`src/hdl/sfr_pkg.sv`:
```
// sfr_pkg: types and constants for the serial frame receiver
// no dependencies; imported by sfr_parser and serial_frame_receiver_core
package sfr_pkg;

  localparam int BufSize = 64;
  localparam int LenLimit = BufSize - 8;

  localparam logic [7:0] HeadA = 8'hAA;
  localparam logic [7:0] HeadB = 8'h55;
  localparam logic [7:0] TailA = 8'h0D;
  localparam logic [7:0] TailB = 8'h0A;
  localparam logic [7:0] ControlTypeReset = 8'h02;

  typedef enum logic [3:0] {
    PhWaitHeadA = 4'd0,
    PhWaitHeadB = 4'd1,
    PhNode      = 4'd2,
    PhType      = 4'd3,
    PhLength    = 4'd4,
    PhPayload   = 4'd5,
    PhChecksum  = 4'd6,
    PhWaitTailA = 4'd7,
    PhWaitTailB = 4'd8
  } phase_e;

  typedef struct packed {
    logic       valid;
    logic [7:0] checksum_byte;
    logic [7:0] command;
    logic [5:0] payload_length;
    logic [7:0] frame_type;
    logic [7:0] node_id;
  } result_t;

endpackage

```
`src/hdl/sfr_parser.sv`:
```
// sfr_parser: frame phase machine and held frame fields
// depends on sfr_pkg; one byte per accepted item, result is combinational
module sfr_parser (
  input  logic             clk_i,
  input  logic             rst_ni,
  input  logic             byte_en_i,
  input  logic [7:0]       rx_byte_i,
  input  logic [7:0]       control_type_i,
  output sfr_pkg::result_t res_o
);
  import sfr_pkg::*;

  phase_e     phase_q, phase_d;
  logic [7:0] bytes_left_q, bytes_left_d;
  logic [7:0] node_q, node_d;
  logic [7:0] type_q, type_d;
  logic [7:0] length_q, length_d;
  logic [7:0] first_q, first_d;
  logic [7:0] checksum_q, checksum_d;
  logic [7:0] left_dec;

  assign left_dec = bytes_left_q - 8'd1;

  // next phase
  always_comb begin
    phase_d = phase_q;
    if (byte_en_i) begin
      unique case (phase_q)
        PhWaitHeadA: phase_d = (rx_byte_i == HeadA) ? PhWaitHeadB : PhWaitHeadA;
        PhWaitHeadB: phase_d = (rx_byte_i == HeadB) ? PhNode : PhWaitHeadA;
        PhNode:      phase_d = PhType;
        PhType:      phase_d = PhLength;
        PhLength: begin
          if (rx_byte_i == 8'd0) begin
            phase_d = PhChecksum;
          end else if ({1'b0, rx_byte_i} < 9'(LenLimit)) begin
            phase_d = PhPayload;
          end else begin
            phase_d = PhWaitHeadA;
          end
        end
        PhPayload:   phase_d = (left_dec == 8'd0) ? PhChecksum : PhPayload;
        PhChecksum:  phase_d = PhWaitTailA;
        PhWaitTailA: phase_d = (rx_byte_i == TailA) ? PhWaitTailB : PhWaitHeadA;
        PhWaitTailB: phase_d = PhWaitHeadA;
        default:     phase_d = PhWaitHeadA;
      endcase
    end
  end

  // held fields and result
  always_comb begin
    bytes_left_d = bytes_left_q;
    node_d       = node_q;
    type_d       = type_q;
    length_d     = length_q;
    first_d      = first_q;
    checksum_d   = checksum_q;
    res_o        = '0;
    res_o.node_id        = node_q;
    res_o.frame_type     = type_q;
    res_o.payload_length = length_q[5:0];
    res_o.command        = (type_q == control_type_i) ? first_q : 8'd0;
    res_o.checksum_byte  = checksum_q;
    if (byte_en_i) begin
      unique case (phase_q)
        PhNode: node_d = rx_byte_i;
        PhType: type_d = rx_byte_i;
        PhLength: begin
          length_d     = rx_byte_i;
          bytes_left_d = rx_byte_i;
        end
        PhPayload: begin
          if (bytes_left_q == length_q) begin
            first_d = rx_byte_i;
          end
          bytes_left_d = left_dec;
        end
        PhChecksum: begin
          checksum_d = rx_byte_i;
          if (length_q == 8'd0) begin
            first_d = rx_byte_i;
          end
        end
        PhWaitTailB: res_o.valid = (rx_byte_i == TailB);
        default: ;
      endcase
    end
  end

  always_ff @(posedge clk_i or negedge rst_ni) begin
    if (!rst_ni) begin
      phase_q      <= PhWaitHeadA;
      bytes_left_q <= 8'd0;
      node_q       <= 8'd0;
      type_q       <= 8'd0;
      length_q     <= 8'd0;
      first_q      <= 8'd0;
      checksum_q   <= 8'd0;
    end else begin
      phase_q      <= phase_d;
      bytes_left_q <= bytes_left_d;
      node_q       <= node_d;
      type_q       <= type_d;
      length_q     <= length_d;
      first_q      <= first_d;
      checksum_q   <= checksum_d;
    end
  end

endmodule

```
`src/hdl/serial_frame_receiver_core.sv`:
```
// serial_frame_receiver_core: top level, config register and result buffering
// depends on sfr_pkg and sfr_parser
//
// Parses AA 55 | node | type | length | payload | checksum | 0D 0A frames, one
// received byte per item, one item per cycle while tready is high. A completed
// frame gives one result: the phase machine flags it combinationally as its last
// tail byte is accepted; the result register (skid stage on a stall) captures it
// at the accepting edge. A one-entry skid stage behind the result register keeps
// tready high while a result waits; tready drops only when both hold a result.
// Frames with a length above 55 are dropped. The checksum is passed on unchecked.
module serial_frame_receiver_core (
  input  logic        clk_i,
  input  logic        rst_ni,
  input  logic        s_axis_tvalid,
  output logic        s_axis_tready,
  input  logic [7:0]  s_axis_tdata,   // rx_byte
  output logic        m_axis_tvalid,
  input  logic        m_axis_tready,
  // node_id[7:0], frame_type[15:8], payload_length[21:16], command[29:22],
  // checksum_byte[37:30], zero fill
  output logic [39:0] m_axis_tdata,
  input  logic        cfg_we_i,
  input  logic [7:0]  cfg_wdata_i
);
  import sfr_pkg::*;

  logic [7:0] control_type_q;
  logic       in_accept;
  result_t    res;
  result_t    out_q, out_d;
  result_t    skid_q, skid_d;
  logic       out_free;

  assign s_axis_tready = !skid_q.valid;
  assign in_accept     = s_axis_tvalid && s_axis_tready;

  always_ff @(posedge clk_i or negedge rst_ni) begin
    if (!rst_ni) begin
      control_type_q <= ControlTypeReset;
    end else if (cfg_we_i) begin
      control_type_q <= cfg_wdata_i;
    end
  end

  sfr_parser u_parser (
    .clk_i          (clk_i),
    .rst_ni         (rst_ni),
    .byte_en_i      (in_accept),
    .rx_byte_i      (s_axis_tdata),
    .control_type_i (control_type_q),
    .res_o          (res)
  );

  assign out_free = !out_q.valid || m_axis_tready;

  always_comb begin
    out_d  = out_q;
    skid_d = skid_q;
    if (out_free) begin
      out_d        = skid_q.valid ? skid_q : res;
      skid_d.valid = 1'b0;
    end else if (res.valid) begin
      skid_d = res;
    end
  end

  always_ff @(posedge clk_i or negedge rst_ni) begin
    if (!rst_ni) begin
      out_q  <= '0;
      skid_q <= '0;
    end else begin
      out_q  <= out_d;
      skid_q <= skid_d;
    end
  end

  assign m_axis_tvalid = out_q.valid;
  assign m_axis_tdata  = {2'b00, out_q.checksum_byte, out_q.command,
                          out_q.payload_length, out_q.frame_type, out_q.node_id};

`ifndef NO_ASSERTIONS
  a_skid_behind_out: assert property (@(posedge clk_i) disable iff (!rst_ni)
    skid_q.valid |-> out_q.valid)
    else $error("skid holds a result while output is empty");

  a_result_needs_accept: assert property (@(posedge clk_i) disable iff (!rst_ni)
    res.valid |-> in_accept)
    else $error("result produced without an accepted item");

  a_no_double_result: assert property (@(posedge clk_i) disable iff (!rst_ni)
    res.valid |=> !res.valid)
    else $error("two results from consecutive items");

  a_skid_kept: assert property (@(posedge clk_i) disable iff (!rst_ni)
    (skid_q.valid && !m_axis_tready) |=> skid_q.valid)
    else $error("skid result lost while output stalled");
`endif

endmodule
```
`config.mk`:
```
export PLATFORM = sky130hd
export DESIGN_NAME = serial_frame_receiver_core
export DESIGN_NICKNAME = d
export VERILOG_FILES = /design/src/hdl/sfr_pkg.sv /design/src/hdl/sfr_parser.sv /design/src/hdl/serial_frame_receiver_core.sv
export SDC_FILE = /design/constraint.sdc
export NUM_CORES = 1
export LEC_CHECK = 0
export BUFFER_PORTS_ARGS = -buffer_cell sky130_fd_sc_hd__buf_4
export CAP_MARGIN = 40
export CELL_PAD_IN_SITES_DETAIL_PLACEMENT = 0
export CELL_PAD_IN_SITES_GLOBAL_PLACEMENT = 1
export CORE_MARGIN = 2
export CORE_UTILIZATION = 25
export CTS_BUF_LIST = sky130_fd_sc_hd__clkbuf_16
export DETAILED_ROUTE_END_ITERATION = 10
export PLACE_DENSITY_LB_ADDON = 0.08
export SETUP_SLACK_MARGIN = 0.15
export SYNTH_ARGS = -nofsm -noshare
export SYNTH_HDL_FRONTEND = slang
export SYNTH_HIERARCHICAL = 1
export SYNTH_SLANG_ARGS = --single-unit
```
`constraint.sdc`:
```
create_clock -name clk_i -period 2 [get_ports clk_i]
set_input_delay 0.2 -clock clk_i [delete_from_list [all_inputs] [get_ports clk_i]]
set_output_delay 0.2 -clock clk_i [all_outputs]
set_load 0.02 [all_outputs]
```
==> results of run 1 <==
[cells by family (layout without fill, tap and decap cells)]
| group | Yosys count | after routing | share of synthesized area [%] |
|---|---|---|---|
| other | 1 | 2 | 0.05483 |
| adders and majority gates | 2 | 2 | 0.3658 |
| muxes | 163 | 163 | 30.94 |
| buffers and inverters | 46 | 167 | 5.379 |
| DFF | 138 | 138 | 50.51 |
| AOI/OAI and AO/OA | 40 | 40 | 3.805 |
| and+or+nand+nor | 87 | 87 | 6.897 |
| xor gates and xnor gates | 16 | 16 | 2.049 |
[synthesized netlist by cell type, types with 2 or more instances]
cell / instances
dfrtp_1: 137
mux2_2: 87
mux2_4: 75
nand2_1: 19
xnor2_1: 14
nor2_1: 13
a21oi_1: 10
buf_4: 10
clkbuf_1: 9
nand3_1: 9
o21ai_0: 9
and2_1: 8
buf_6: 8
nand4_1: 7
inv_1: 6
nor4_1: 6
buf_2: 5
nor3_1: 5
nor2b_1: 4
o22ai_1: 4
buf_12: 3
clkbuf_8: 3
nand3b_1: 3
or4_1: 3
ha_1: 2
nand2b_1: 2
o211ai_1: 2
o21a_1: 2
o21bai_1: 2
or3_1: 2
xor2_1: 2
[power by group]
part / internal (mW) / switching, mW / total (mW)
registers: 3.62 / 0.663 / 4.28
clock network: 1.64 / 1.39 / 3.02
logic: 2.34 / 1.69 / 4.04
total: 7.60 / 3.74 / 11.3
[per-layer routing]
layer / part of all wire, % / track usage [%] / up-vias
li1: - / - / 1974
met1: 49 / 17.67 / 2160
met3: 3.3 / 2.682 / 20
met2: 47 / 20.02 / 91
met4: 1.1 / 3.790 / 0
met5: 0 / 0 / -
[worst paths after layout]
check | slack [ns] | depth (start not counted) | end
setup / recovery | -0.006 | 7 | skid_q[35]$_DFFE_PN0P_
hold / removal | 0.02 | 2 | control_type_q[4]$_DFFE_PN0P_
setup reg to reg | -0.006 | 7 | skid_q[35]$_DFFE_PN0P_
hold reg to reg | 0.50 | 1 | u_parser/first_q[5]$_DFFE_PN0P_
max in group asynchronous | 1.00 | 3 | control_type_q[1]$_DFFE_PN1P_
min in group asynchronous | 0.30 | 2 | m_axis_tdata[1]$_DFFE_PN0P_
[layout by cell type (no fill, tap or decap), types with 9 or more instances in the layout]
cell       Yosys  layout
a21oi_1       10      10
buf_4         10     106
clkbuf_16      0      17
dfrtp_1      137     134
mux2_2        87      84
mux2_4        75      78
nand2_1       19      17
nor2_1        13      12
o21ai_0        9       9
xnor2_1       14      14
[repair_timing]
item,4_1_cts,5_1_grt
gates cloned,1,0
hold endpoints to repair,52,0
hold buffers,6,0
buffers inserted,10,6
pin swaps,5,9
endpoints found under the setup margin,62,65
gates resized for setup,13,18
[per-stage QoR]
| step | TNS, ns | hold WS (ns) | instances |
|---|---|---|---|
| global placement | -0.7479 | 0.1954 | 901 |
| global route | -2.386 | 0.007793 | 956 |
| finish | -0.007154 | 0.01890 | 956 |
| detailed placement | -2.374 | 0.1999 | 901 |
| floorplan | 0 | -0.09559 | 494 |
| CTS | 0 | 0.0009123 | 950 |
[area by class of cell]
cell class              instances  area [sq um]
clock buffers                  17         425.4
clock inverters                15         133.9
fillers                      2674         18160
inverters                       6         22.52
multi-input cells             310          3124
flip-flops and latches        138          3458
well taps                     341         426.7
repair buffers                129          1124
[state kept, by name (all words and copies together), names as in the netlist]
name / count
u_parser/phase_q: 4
u_parser/node_q: 8
skid_q: 39
u_parser/type_q: 8
u_parser/checksum_q: 8
m_axis_tvalid: 1
u_parser/bytes_left_q: 8
u_parser/first_q: 8
control_type_q: 8
m_axis_tdata: 38
u_parser/length_q: 8
==> impl_metrics.prom, run 1 <==
# TYPE chip_impl_metric gauge
chip_impl_info{name="cts_tree",value="done"} 1
chip_impl_metric{name="clock_skew",unit="ns"} 0.01834
chip_impl_metric{name="cts.reportedPaths.clkPinSlew",unit="ns"} 0.06
chip_impl_metric{name="antenna_cells_inserted",unit=""} 0
chip_impl_metric{name="postSynthRegisterBits",unit=""} 138
chip_impl_metric{name="drtPass1Iterations",unit=""} 4
chip_impl_metric{name="core.rowCount",unit=""} 60
chip_impl_metric{name="maxClockFrequency",unit="MHz"} 498.4
chip_impl_info{name="rsz0062_at_grt",value="yes"} 1
chip_impl_metric{name="synth_top_area_share",unit="%"} 50.13
chip_impl_metric{name="initial_utilization",unit="%"} 25.45
chip_impl_info{name="slowest_stage",value="dfrtp_1"} 1
chip_impl_metric{name="fin_ws",unit="ns"} -0.006495
chip_impl_info{name="leading_register_cell_type_out_of_synthesis",value="dfrtp_1"} 1
chip_impl_metric{name="final_core_density",unit="%"} 32.43
chip_impl_metric{name="syn_to_final_growth",unit="%"} 27.42
chip_impl_info{name="hold_start",value="cfg_wdata_i[4]"} 1
chip_impl_metric{name="grt_pass1_vias",unit=""} 4466
chip_impl_metric{name="synth_cells",unit=""} 493
chip_impl_metric{name="crit_path_max_incr_delay",unit="ns"} 0.40
chip_impl_info{name="min-delay-path-class",value="in -> reg"} 1
chip_impl_metric{name="layout_worst_path_cycle_share",unit="%"} 100.3
chip_impl_info{name="critical_path_start_type",value="flip-flop"} 1
chip_impl_info{name="worst_setup_path_end_kind",value="flip-flop"} 1
chip_impl_metric{name="overall_track_demand_over_capacity_in_global_routing",unit="%"} 12.74
chip_impl_metric{name="max_slew_margin",unit="%"} 65.39
chip_impl_metric{name="wl_per_cell",unit="microns"} 18.17
chip_impl_metric{name="max_cap_violations",unit=""} 0
chip_impl_metric{name="num-nets-final",unit=""} 625
chip_impl_metric{name="io-pin-count",unit=""} 63
chip_impl_metric{name="num_vias",unit=""} 4245
chip_impl_info{name="violations",value="setup timing"} 1
chip_impl_metric{name="syn_avg_cell_area",unit="sq um"} 13.87
chip_impl_metric{name="async_reset_ff_share",unit="%"} 100.0
chip_impl_metric{name="cp_num_buf_inv",unit=""} 2
chip_impl_metric{name="placedInstanceArea",unit="sq mm"} 0.007802
chip_impl_metric{name="worst-path-max-fanout",unit=""} 15
chip_impl_info{name="timing.critical_path.from",value="u_parser/phase_q[0]$_DFFE_PN0P_"} 1
chip_impl_metric{name="grt_start_max_net_pins",unit=""} 52
chip_impl_metric{name="chipHeight",unit="microns"} 169.4
chip_impl_metric{name="post_route_cells_drive_above_1_share",unit="%"} 55.28
chip_impl_metric{name="final_antenna_net_count",unit=""} 0
chip_impl_info{name="critical_path.cell_chain",value="nor4_2 > nand4_1 > nor3_2 > nand3b_1 > buf_4 > buf_16 > mux2_2"} 1
chip_impl_metric{name="vias_per_cell",unit=""} 4.440
chip_impl_metric{name="slew_violations",unit=""} 0
chip_impl_metric{name="critical_path_arrival",unit="ns"} 2.31
chip_impl_metric{name="drc",unit=""} 0
chip_impl_metric{name="buffer_ports.inserted",unit=""} 60
chip_impl_info{name="synth.largest_area_cell",value="dfrtp_1"} 1
chip_impl_metric{name="timing_worst_slew_pin_value",unit="ns"} 0.5192
chip_impl_metric{name="detail_route.iter0.violations",unit=""} 182
chip_impl_metric{name="cts.htree.levels",unit=""} 4
chip_impl_metric{name="drt_wl_total",unit="microns"} 17370
chip_impl_metric{name="netlist_area",unit="sq mm"} 0.006839
chip_impl_metric{name="power.total",unit="mW"} 11.34
chip_impl_metric{name="crit_required",unit="ns"} 2.30
chip_impl_info{name="cts_root_buf",value="clkbuf_16"} 1
chip_impl_metric{name="die_width",unit="microns"} 169.4
chip_impl_metric{name="detailed_place_hpwl",unit="microns"} 11520
chip_impl_metric{name="globalRouteOverflowTotal",unit=""} 0
chip_impl_metric{name="seq_area_frac_synth",unit="%"} 50.51
chip_impl_info{name="critPathKind",value="reg -> reg"} 1
chip_impl_metric{name="dp_worst_setup_slack",unit="ns"} -0.07140
chip_impl_metric{name="cts_made_buffers",unit=""} 17
chip_impl_metric{name="synth.distinct_cells",unit=""} 53
chip_impl_info{name="r2r-start",value="u_parser/phase_q[0]$_DFFE_PN0P_"} 1
chip_impl_metric{name="wire_length_of_the_first_global_routing_pass",unit="microns"} 27370
chip_impl_metric{name="number_of_synthesis_warnings",unit=""} 6
chip_impl_metric{name="gp_routability_congestion",unit=""} 0.7826
chip_impl_metric{name="cts_num_sinks",unit=""} 138
chip_impl_metric{name="finalHoldViolCount",unit=""} 0
chip_impl_metric{name="layout_min_cycle_time",unit="ns"} 2.006
chip_impl_metric{name="antenna_violations_before_repair",unit=""} 0
chip_impl_info{name="synth.top_cells.by_area",value="dfrtp_1 50%, mux2_4 16%, mux2_2 14%"} 1
chip_impl_metric{name="clock_path_buffers",unit=""} 2
chip_impl_metric{name="clock_latency_at_the_later_pin_of_the_worst_skew_pair",unit="ns"} 0.43
chip_impl_metric{name="fp.dieArea",unit="sq mm"} 0.02869
chip_impl_info{name="run_status",value="finished, violations left"} 1
chip_impl_metric{name="ir_drop",unit="mV"} 0.4301
chip_impl_metric{name="power.density",unit="mW/mm^2"} 1301
chip_impl_metric{name="post-route-cell-area",unit="sq mm"} 0.008715
chip_impl_metric{name="leakagePower",unit="nW"} 4.083
chip_impl_metric{name="core_region_area",unit="sq mm"} 0.02688
chip_impl_metric{name="finalSetupViolations",unit=""} 2
chip_impl_info{name="critPathTopFamily",value="simple AND/OR/NAND/NOR gates"} 1
chip_impl_metric{name="count_of_flip_flops_with_a_built_in_enable_after_synthesis",unit=""} 0
(Power assumes the default switching activity.)
==> run 2: changes to the inputs <==
==> constraint.sdc (replaced) <==
create_clock -name clk_i -period 1.96 [get_ports clk_i]
set_input_delay 0.196 -clock clk_i [delete_from_list [all_inputs] [get_ports clk_i]]
set_output_delay 0.196 -clock clk_i [all_outputs]
set_load 0.02 [all_outputs]
==> impl_metrics.prom, run 2 (synthesis gave the netlist of run 1 again) <==
# TYPE chip_impl_metric gauge
chip_impl_info{name="run_status",value="completed"} 1
chip_impl_metric{name="fp.dieArea",unit="sq mm"} 0.02869
chip_impl_metric{name="cts.htree.levels",unit=""} 4
chip_impl_metric{name="placedInstanceArea",unit="sq mm"} 0.007825
chip_impl_metric{name="syn_to_final_growth",unit="%"} 27.33
chip_impl_metric{name="ff2ff_setup_slack",unit="ns"} 0.04
chip_impl_metric{name="grt_start_max_net_pins",unit=""} 73
chip_impl_info{name="min-delay-path-class",value="in -> reg"} 1
chip_impl_metric{name="core_region_area",unit="sq mm"} 0.02688
chip_impl_metric{name="slew_violations",unit=""} 0
chip_impl_metric{name="final_core_density",unit="%"} 32.40
chip_impl_metric{name="detail_route.iter0.violations",unit=""} 170
chip_impl_metric{name="drt_wl_total",unit="microns"} 17010
chip_impl_metric{name="num_vias",unit=""} 4229
chip_impl_metric{name="antenna_violations_before_repair",unit=""} 0
chip_impl_info{name="critPathTopFamily",value="simple AND/OR/NAND/NOR gates"} 1
chip_impl_info{name="critical_path.cell_chain",value="or4_4 > nand4b_1 > a211oi_2 > o2111ai_2 > a31o_1"} 1
chip_impl_metric{name="gp_routability_congestion",unit=""} 0.7604
chip_impl_info{name="slowest_stage",value="or4_4"} 1
chip_impl_info{name="cts_root_buf",value="clkbuf_16"} 1
chip_impl_metric{name="wire_length_of_the_first_global_routing_pass",unit="microns"} 27010
chip_impl_metric{name="num-fill-cells",unit=""} 2697
chip_impl_metric{name="ir_drop",unit="mV"} 0.4953
chip_impl_metric{name="vias_per_cell",unit=""} 4.438
chip_impl_metric{name="crit_required",unit="ns"} 2.26
chip_impl_info{name="critical_path_start_type",value="flip-flop"} 1
chip_impl_metric{name="critical_path_arrival",unit="ns"} 2.22
chip_impl_metric{name="power.density",unit="mW/mm^2"} 1339
chip_impl_metric{name="layout_min_cycle_time",unit="ns"} 1.923
chip_impl_metric{name="cp_num_buf_inv",unit=""} 0
chip_impl_metric{name="crit_path_max_incr_delay",unit="ns"} 0.57
chip_impl_metric{name="buffer_ports.inserted",unit=""} 60
chip_impl_metric{name="initial_utilization",unit="%"} 25.45
chip_impl_metric{name="maxClockFrequency",unit="MHz"} 520.0
chip_impl_metric{name="power.total",unit="mW"} 11.66
chip_impl_info{name="most-common-layout-cells",value="134 x dfrtp_1, 104 x buf_4, 85 x mux2_2, 77 x mux2_4"} 1
chip_impl_metric{name="finalSetupViolations",unit=""} 0
chip_impl_metric{name="chipHeight",unit="microns"} 169.4
chip_impl_metric{name="antenna_cells_inserted",unit=""} 0
chip_impl_metric{name="cts_made_buffers",unit=""} 17
chip_impl_metric{name="reg2regPathDepth",unit=""} 5
chip_impl_metric{name="cts.reportedPaths.clkPinSlew",unit="ns"} 0.06
chip_impl_metric{name="hold_path_depth",unit=""} 2
chip_impl_metric{name="core.rowCount",unit=""} 60
chip_impl_metric{name="max_cap_violations",unit=""} 0
chip_impl_metric{name="detailed_place_hpwl",unit="microns"} 11220
chip_impl_metric{name="globalRouteOverflowTotal",unit=""} 0
chip_impl_metric{name="clock_skew",unit="ns"} 0.009591
chip_impl_info{name="cts_tree",value="done"} 1
chip_impl_metric{name="clock_latency_at_the_later_pin_of_the_worst_skew_pair",unit="ns"} 0.41
chip_impl_metric{name="number_of_flip_flops_under_the_largest_register_name",unit=""} 39
chip_impl_info{name="critPathKind",value="reg -> reg"} 1
chip_impl_metric{name="cp.depth",unit=""} 5
chip_impl_metric{name="cts_num_sinks",unit=""} 138
chip_impl_info{name="rsz0062_at_grt",value="yes"} 1
chip_impl_info{name="largest-register",value="skid_q"} 1
chip_impl_metric{name="multiInputGateArea",unit="sq mm"} 0.003122
chip_impl_metric{name="post_route_cells_drive_above_1_share",unit="%"} 54.41
chip_impl_metric{name="clock_path_buffers",unit=""} 2
chip_impl_metric{name="drtPass1Iterations",unit=""} 4
chip_impl_info{name="layout.cells.most_common",value="dfrtp_1"} 1
chip_impl_metric{name="overall_track_demand_over_capacity_in_global_routing",unit="%"} 12.54
chip_impl_metric{name="finalHoldViolCount",unit=""} 0
chip_impl_metric{name="layout_worst_path_cycle_share",unit="%"} 98.12
chip_impl_metric{name="worst-path-max-fanout",unit=""} 3
chip_impl_metric{name="die_width",unit="microns"} 169.4
chip_impl_metric{name="drc",unit=""} 0
chip_impl_metric{name="grt_pass1_vias",unit=""} 4458
chip_impl_metric{name="post-route-cell-area",unit="sq mm"} 0.008708
chip_impl_metric{name="seq_area",unit="sq mm"} 0.003458
chip_impl_metric{name="num-nets-final",unit=""} 622
chip_impl_info{name="worst_setup_path_end_kind",value="flip-flop"} 1
chip_impl_metric{name="leakagePower",unit="nW"} 4.077
chip_impl_metric{name="io-pin-count",unit=""} 63
chip_impl_metric{name="final_antenna_net_count",unit=""} 0
chip_impl_metric{name="wl_per_cell",unit="microns"} 17.84
## run 2: per-stage QoR
stage | setup WS [ns] | hold slack [ns] | setup TNS [ns] | cells
after global placement | -0.08030 | -0.01759 | -1.949 | 903
after floorplan | 0.03075 | -0.09959 | 0 | 494
after CTS | 0.03038 | 0.003682 | 0 | 952
after detailed placement | -0.1024 | -0.01769 | -2.839 | 904
final | 0.03685 | 0.02825 | 0 | 953
after global routing | -0.1159 | 0.003474 | -3.273 | 953
## run 2: where the power goes
group          total (mW)  switching (mW)  internal, mW
combinational        4.12            1.74          2.39
sequential           4.37           0.675          3.69
clock                3.16            1.29          1.87
total                11.7            3.70          7.96
## run 2: what timing repair did
item / CTS / global route
hold endpoints to repair: 144 / 0
cloned: 1 / 0
hold buffers: 8 / 0
buffers inserted: 7 / 1
resized for setup: 18 / 10
pin swaps: 5 / 7
setup endpoints to repair: 56 / 63
## run 2: path summary, 6_finish.rpt
check	endpoint	start
hold reg to reg	u_parser/first_q[5]$_DFFE_PN0P_	u_parser/first_q[5]$_DFFE_PN0P_
min in group asynchronous	m_axis_tdata[1]$_DFFE_PN0P_	rst_ni
hold / removal	control_type_q[1]$_DFFE_PN1P_	cfg_wdata_i[1]
setup reg to reg	u_parser/phase_q[0]$_DFFE_PN0P_	u_parser/bytes_left_q[5]$_DFFE_PN0P_
max in group asynchronous	control_type_q[1]$_DFFE_PN1P_	rst_ni
setup / recovery	u_parser/phase_q[0]$_DFFE_PN0P_	u_parser/bytes_left_q[5]$_DFFE_PN0P_
## run 2: final cells by class
type | count | share of cell area, %
Tap cell | 341 | 4.899
Sequential cell | 138 | 39.71
Clock inverter | 15 | 1.710
Clock buffer | 17 | 4.885
Inverter | 6 | 0.2586
Timing Repair Buffer | 126 | 12.69
Multi-Input combinational cell | 310 | 35.85
## run 2: layer usage
layer | part of all wire (%) | global-route usage (%) | vias to the layer above
li1 | - | - | 1980
met1 | 49 | 16.90 | 2159
met2 | 46 | 19.93 | 73
met3 | 3.5 | 3.125 | 17
met4 | 1.4 | 3.679 | 0
met5 | 0 | 0 | -
## run 2: worst register-to-register path: stages, from the launching register on
cell and delay, ns:
dfrtp_1 0.38, or4_4 0.57, nand4b_1 0.22, a211oi_2 0.23, o2111ai_2 0.16, a31o_1 0.25
==> run 3: changes to the inputs <==
--- a/config.mk
+++ b/config.mk
@@ -13,6 +13,7 @@
 export CORE_UTILIZATION = 25
 export CTS_BUF_LIST = sky130_fd_sc_hd__clkbuf_16
 export DETAILED_ROUTE_END_ITERATION = 10
+export MAX_ROUTING_LAYER = met4
 export PLACE_DENSITY_LB_ADDON = 0.08
 export SETUP_SLACK_MARGIN = 0.15
 export SYNTH_ARGS = -nofsm -noshare
==> impl_metrics.prom, run 3 (synthesis gave the netlist of run 1 again) <==
# TYPE chip_impl_metric gauge
chip_impl_metric{name="die_width",unit="microns"} 169.4
chip_impl_metric{name="critical_path_arrival",unit="ns"} 2.22
chip_impl_info{name="hold-path-endpoint",value="control_type_q[1]$_DFFE_PN1P_"} 1
chip_impl_info{name="run_status",value="completed"} 1
chip_impl_info{name="min-delay-path-class",value="in -> reg"} 1
chip_impl_metric{name="grt_util_met2",unit="%"} 20.04
chip_impl_info{name="critPathKind",value="reg -> reg"} 1
chip_impl_metric{name="max_cap_violations",unit=""} 0
chip_impl_metric{name="grt_start_max_net_pins",unit=""} 73
chip_impl_info{name="rsz0062_at_grt",value="yes"} 1
chip_impl_metric{name="slew_violations",unit=""} 0
chip_impl_metric{name="cts.htree.levels",unit=""} 4
chip_impl_metric{name="number_of_flip_flops_under_the_largest_register_name",unit=""} 39
chip_impl_metric{name="vias_per_cell",unit=""} 4.422
chip_impl_metric{name="crit_path_max_incr_delay",unit="ns"} 0.57
chip_impl_info{name="cts_tree",value="done"} 1
chip_impl_metric{name="wire_length_of_the_first_global_routing_pass",unit="microns"} 26990
chip_impl_metric{name="grt_pass1_vias",unit=""} 4471
chip_impl_metric{name="layout_min_cycle_time",unit="ns"} 1.924
chip_impl_metric{name="met1_usage",unit="%"} 16.86
chip_impl_metric{name="initial_utilization",unit="%"} 25.45
chip_impl_metric{name="fp.dieArea",unit="sq mm"} 0.02869
chip_impl_metric{name="syn_to_final_growth",unit="%"} 27.33
chip_impl_metric{name="clock_latency_at_the_later_pin_of_the_worst_skew_pair",unit="ns"} 0.41
chip_impl_metric{name="ir_drop",unit="mV"} 0.4957
chip_impl_metric{name="io-pin-count",unit=""} 63
chip_impl_metric{name="clock_skew",unit="ns"} 0.01074
chip_impl_metric{name="cts_made_buffers",unit=""} 17
chip_impl_metric{name="cts_num_sinks",unit=""} 138
chip_impl_metric{name="num-fill-cells",unit=""} 2697
chip_impl_info{name="largest-register",value="skid_q"} 1
chip_impl_metric{name="maxClockFrequency",unit="MHz"} 519.7
chip_impl_info{name="hold_start",value="cfg_wdata_i[1]"} 1
chip_impl_metric{name="antenna_cells_inserted",unit=""} 0
chip_impl_metric{name="finalSetupViolations",unit=""} 0
chip_impl_metric{name="detailed_place_hpwl",unit="microns"} 11220
chip_impl_info{name="worst_setup_path_end_kind",value="flip-flop"} 1
chip_impl_metric{name="core.rowCount",unit=""} 60
chip_impl_metric{name="final_antenna_net_count",unit=""} 0
chip_impl_metric{name="drtPass1Iterations",unit=""} 4
chip_impl_info{name="critical_path_start_type",value="flip-flop"} 1
chip_impl_metric{name="post_route_cells_drive_above_1_share",unit="%"} 54.41
chip_impl_metric{name="clock_path_buffers",unit=""} 2
chip_impl_metric{name="crit_required",unit="ns"} 2.26
chip_impl_metric{name="num-nets-final",unit=""} 622
chip_impl_metric{name="ff2ff_setup_slack",unit="ns"} 0.04
chip_impl_info{name="most-common-layout-cells",value="134 x dfrtp_1, 104 x buf_4, 85 x mux2_2, 77 x mux2_4"} 1
chip_impl_metric{name="layout_worst_path_cycle_share",unit="%"} 98.18
chip_impl_metric{name="num_vias",unit=""} 4214
chip_impl_metric{name="dp_worst_setup_slack",unit="ns"} -0.1024
chip_impl_metric{name="reg2regPathDepth",unit=""} 5
chip_impl_metric{name="detail_route.iter0.violations",unit=""} 158
chip_impl_metric{name="hold_path_depth",unit=""} 2
chip_impl_metric{name="drt_wl_total",unit="microns"} 16960
chip_impl_info{name="cts_root_buf",value="clkbuf_16"} 1
chip_impl_metric{name="seq_area",unit="sq mm"} 0.003458
chip_impl_metric{name="leakagePower",unit="nW"} 4.077
chip_impl_metric{name="antenna_violations_before_repair",unit=""} 0
chip_impl_metric{name="multiInputGateArea",unit="sq mm"} 0.003122
chip_impl_metric{name="fin_ws",unit="ns"} 0.03571
chip_impl_info{name="slowest_stage",value="or4_4"} 1
chip_impl_metric{name="wl_per_cell",unit="microns"} 17.80
chip_impl_info{name="grt_busiest_layer",value="met2"} 1
chip_impl_info{name="layout.cells.most_common",value="dfrtp_1"} 1
chip_impl_metric{name="buffer_ports.inserted",unit=""} 60
chip_impl_metric{name="global_route.usage.met3",unit="%"} 3.032
chip_impl_info{name="r2r-start",value="u_parser/bytes_left_q[5]$_DFFE_PN0P_"} 1
chip_impl_metric{name="overall_track_demand_over_capacity_in_global_routing",unit="%"} 12.90
chip_impl_metric{name="power.density",unit="mW/mm^2"} 1338
chip_impl_metric{name="finalHoldViolCount",unit=""} 0
chip_impl_metric{name="chipHeight",unit="microns"} 169.4
chip_impl_info{name="critical_path.cell_chain",value="or4_4 > nand4b_1 > a211oi_2 > o2111ai_2 > a31o_1"} 1
chip_impl_metric{name="globalRouteOverflowTotal",unit=""} 0
chip_impl_metric{name="hold_ws",unit="ns"} 0.02689
chip_impl_info{name="r2r_end",value="u_parser/phase_q[0]$_DFFE_PN0P_"} 1
chip_impl_metric{name="cts.reportedPaths.clkPinSlew",unit="ns"} 0.07
chip_impl_metric{name="gp_routability_congestion",unit=""} 0.7704
chip_impl_metric{name="core_region_area",unit="sq mm"} 0.02688
chip_impl_metric{name="worst-path-max-fanout",unit=""} 3
chip_impl_metric{name="drc",unit=""} 0
==> run 3: metrics by stage <==
stage          cell area (sq um)  std cells  power (mW)  setup TNS [ns]  util, %
2_1_floorplan               6884        494       7.007               0        -
5_1_grt                     8708        953       12.40          -3.276    32.40
3_5_place_dp                7825        904       8.424          -2.839    29.12
3_3_place_gp                7818        903       8.393          -1.949    29.09
6_report                    8708        953       11.65               0    32.40
4_1_cts                     8658        952       11.80               0    32.22
==> run 3: repair_timing <==
item	in CTS	in global routing
setup buffers	7	1
endpoints found under the setup margin	56	63
hold buffers	8	0
cloned	1	0
pin swaps	5	7
endpoints found under the hold margin	144	0
gates resized for setup	18	10
==> run 3: per-layer routing <==
layer | part of all wire [%] | vias up
li1 | - | 1984
met1 | 49 | 2141
met2 | 46 | 71
met3 | 3.1 | 18
met4 | 1.4 | 0
met5 | 0 | -
==> run 3: cell type report <==
| class | instances | share of cell area, % |
|---|---|---|
| flip-flops and latches | 138 | 39.71 |
| multi-input cells | 310 | 35.85 |
| repair buffers | 126 | 12.69 |
| well taps | 341 | 4.899 |
| clock buffers | 17 | 4.885 |
| clock inverters | 15 | 1.710 |
| inverters | 6 | 0.2586 |
==> run 3: worst max path at each step <==
stage,from,end,slack [ns],cells past startpoint
2_1_floorplan,skid_q[38]$_DFFE_PN0P_,u_parser/length_q[1]$_DFFE_PN0P_,0.03,8
3_3_place_gp,control_type_q[1]$_DFFE_PN1P_,m_axis_tdata[27]$_DFFE_PN0P_,-0.08,6
3_5_place_dp,s_axis_tdata[7],skid_q[33]$_DFFE_PN0P_,-0.10,6
4_1_cts,u_parser/phase_q[1]$_DFFE_PN0P_,skid_q[12]$_DFFE_PN0P_,0.03,7
5_1_grt,u_parser/phase_q[0]$_DFFE_PN0P_,skid_q[12]$_DFFE_PN0P_,-0.12,7
6_report,u_parser/bytes_left_q[5]$_DFFE_PN0P_,u_parser/phase_q[0]$_DFFE_PN0P_,0.04,5
==> run 3: worst max-delay path: cells and delay by family, from the launching register on <==
kind             cells  cell delay, ns
AO/OA/AOI/OAI        3            0.64
AND/OR/NAND/NOR      2            0.78
flip-flops           1            0.38
==> run 3: report_power, final <==
group,internal [mW],switching [mW]
clock network,1.87,1.29
logic,2.39,1.73
registers,3.69,0.673
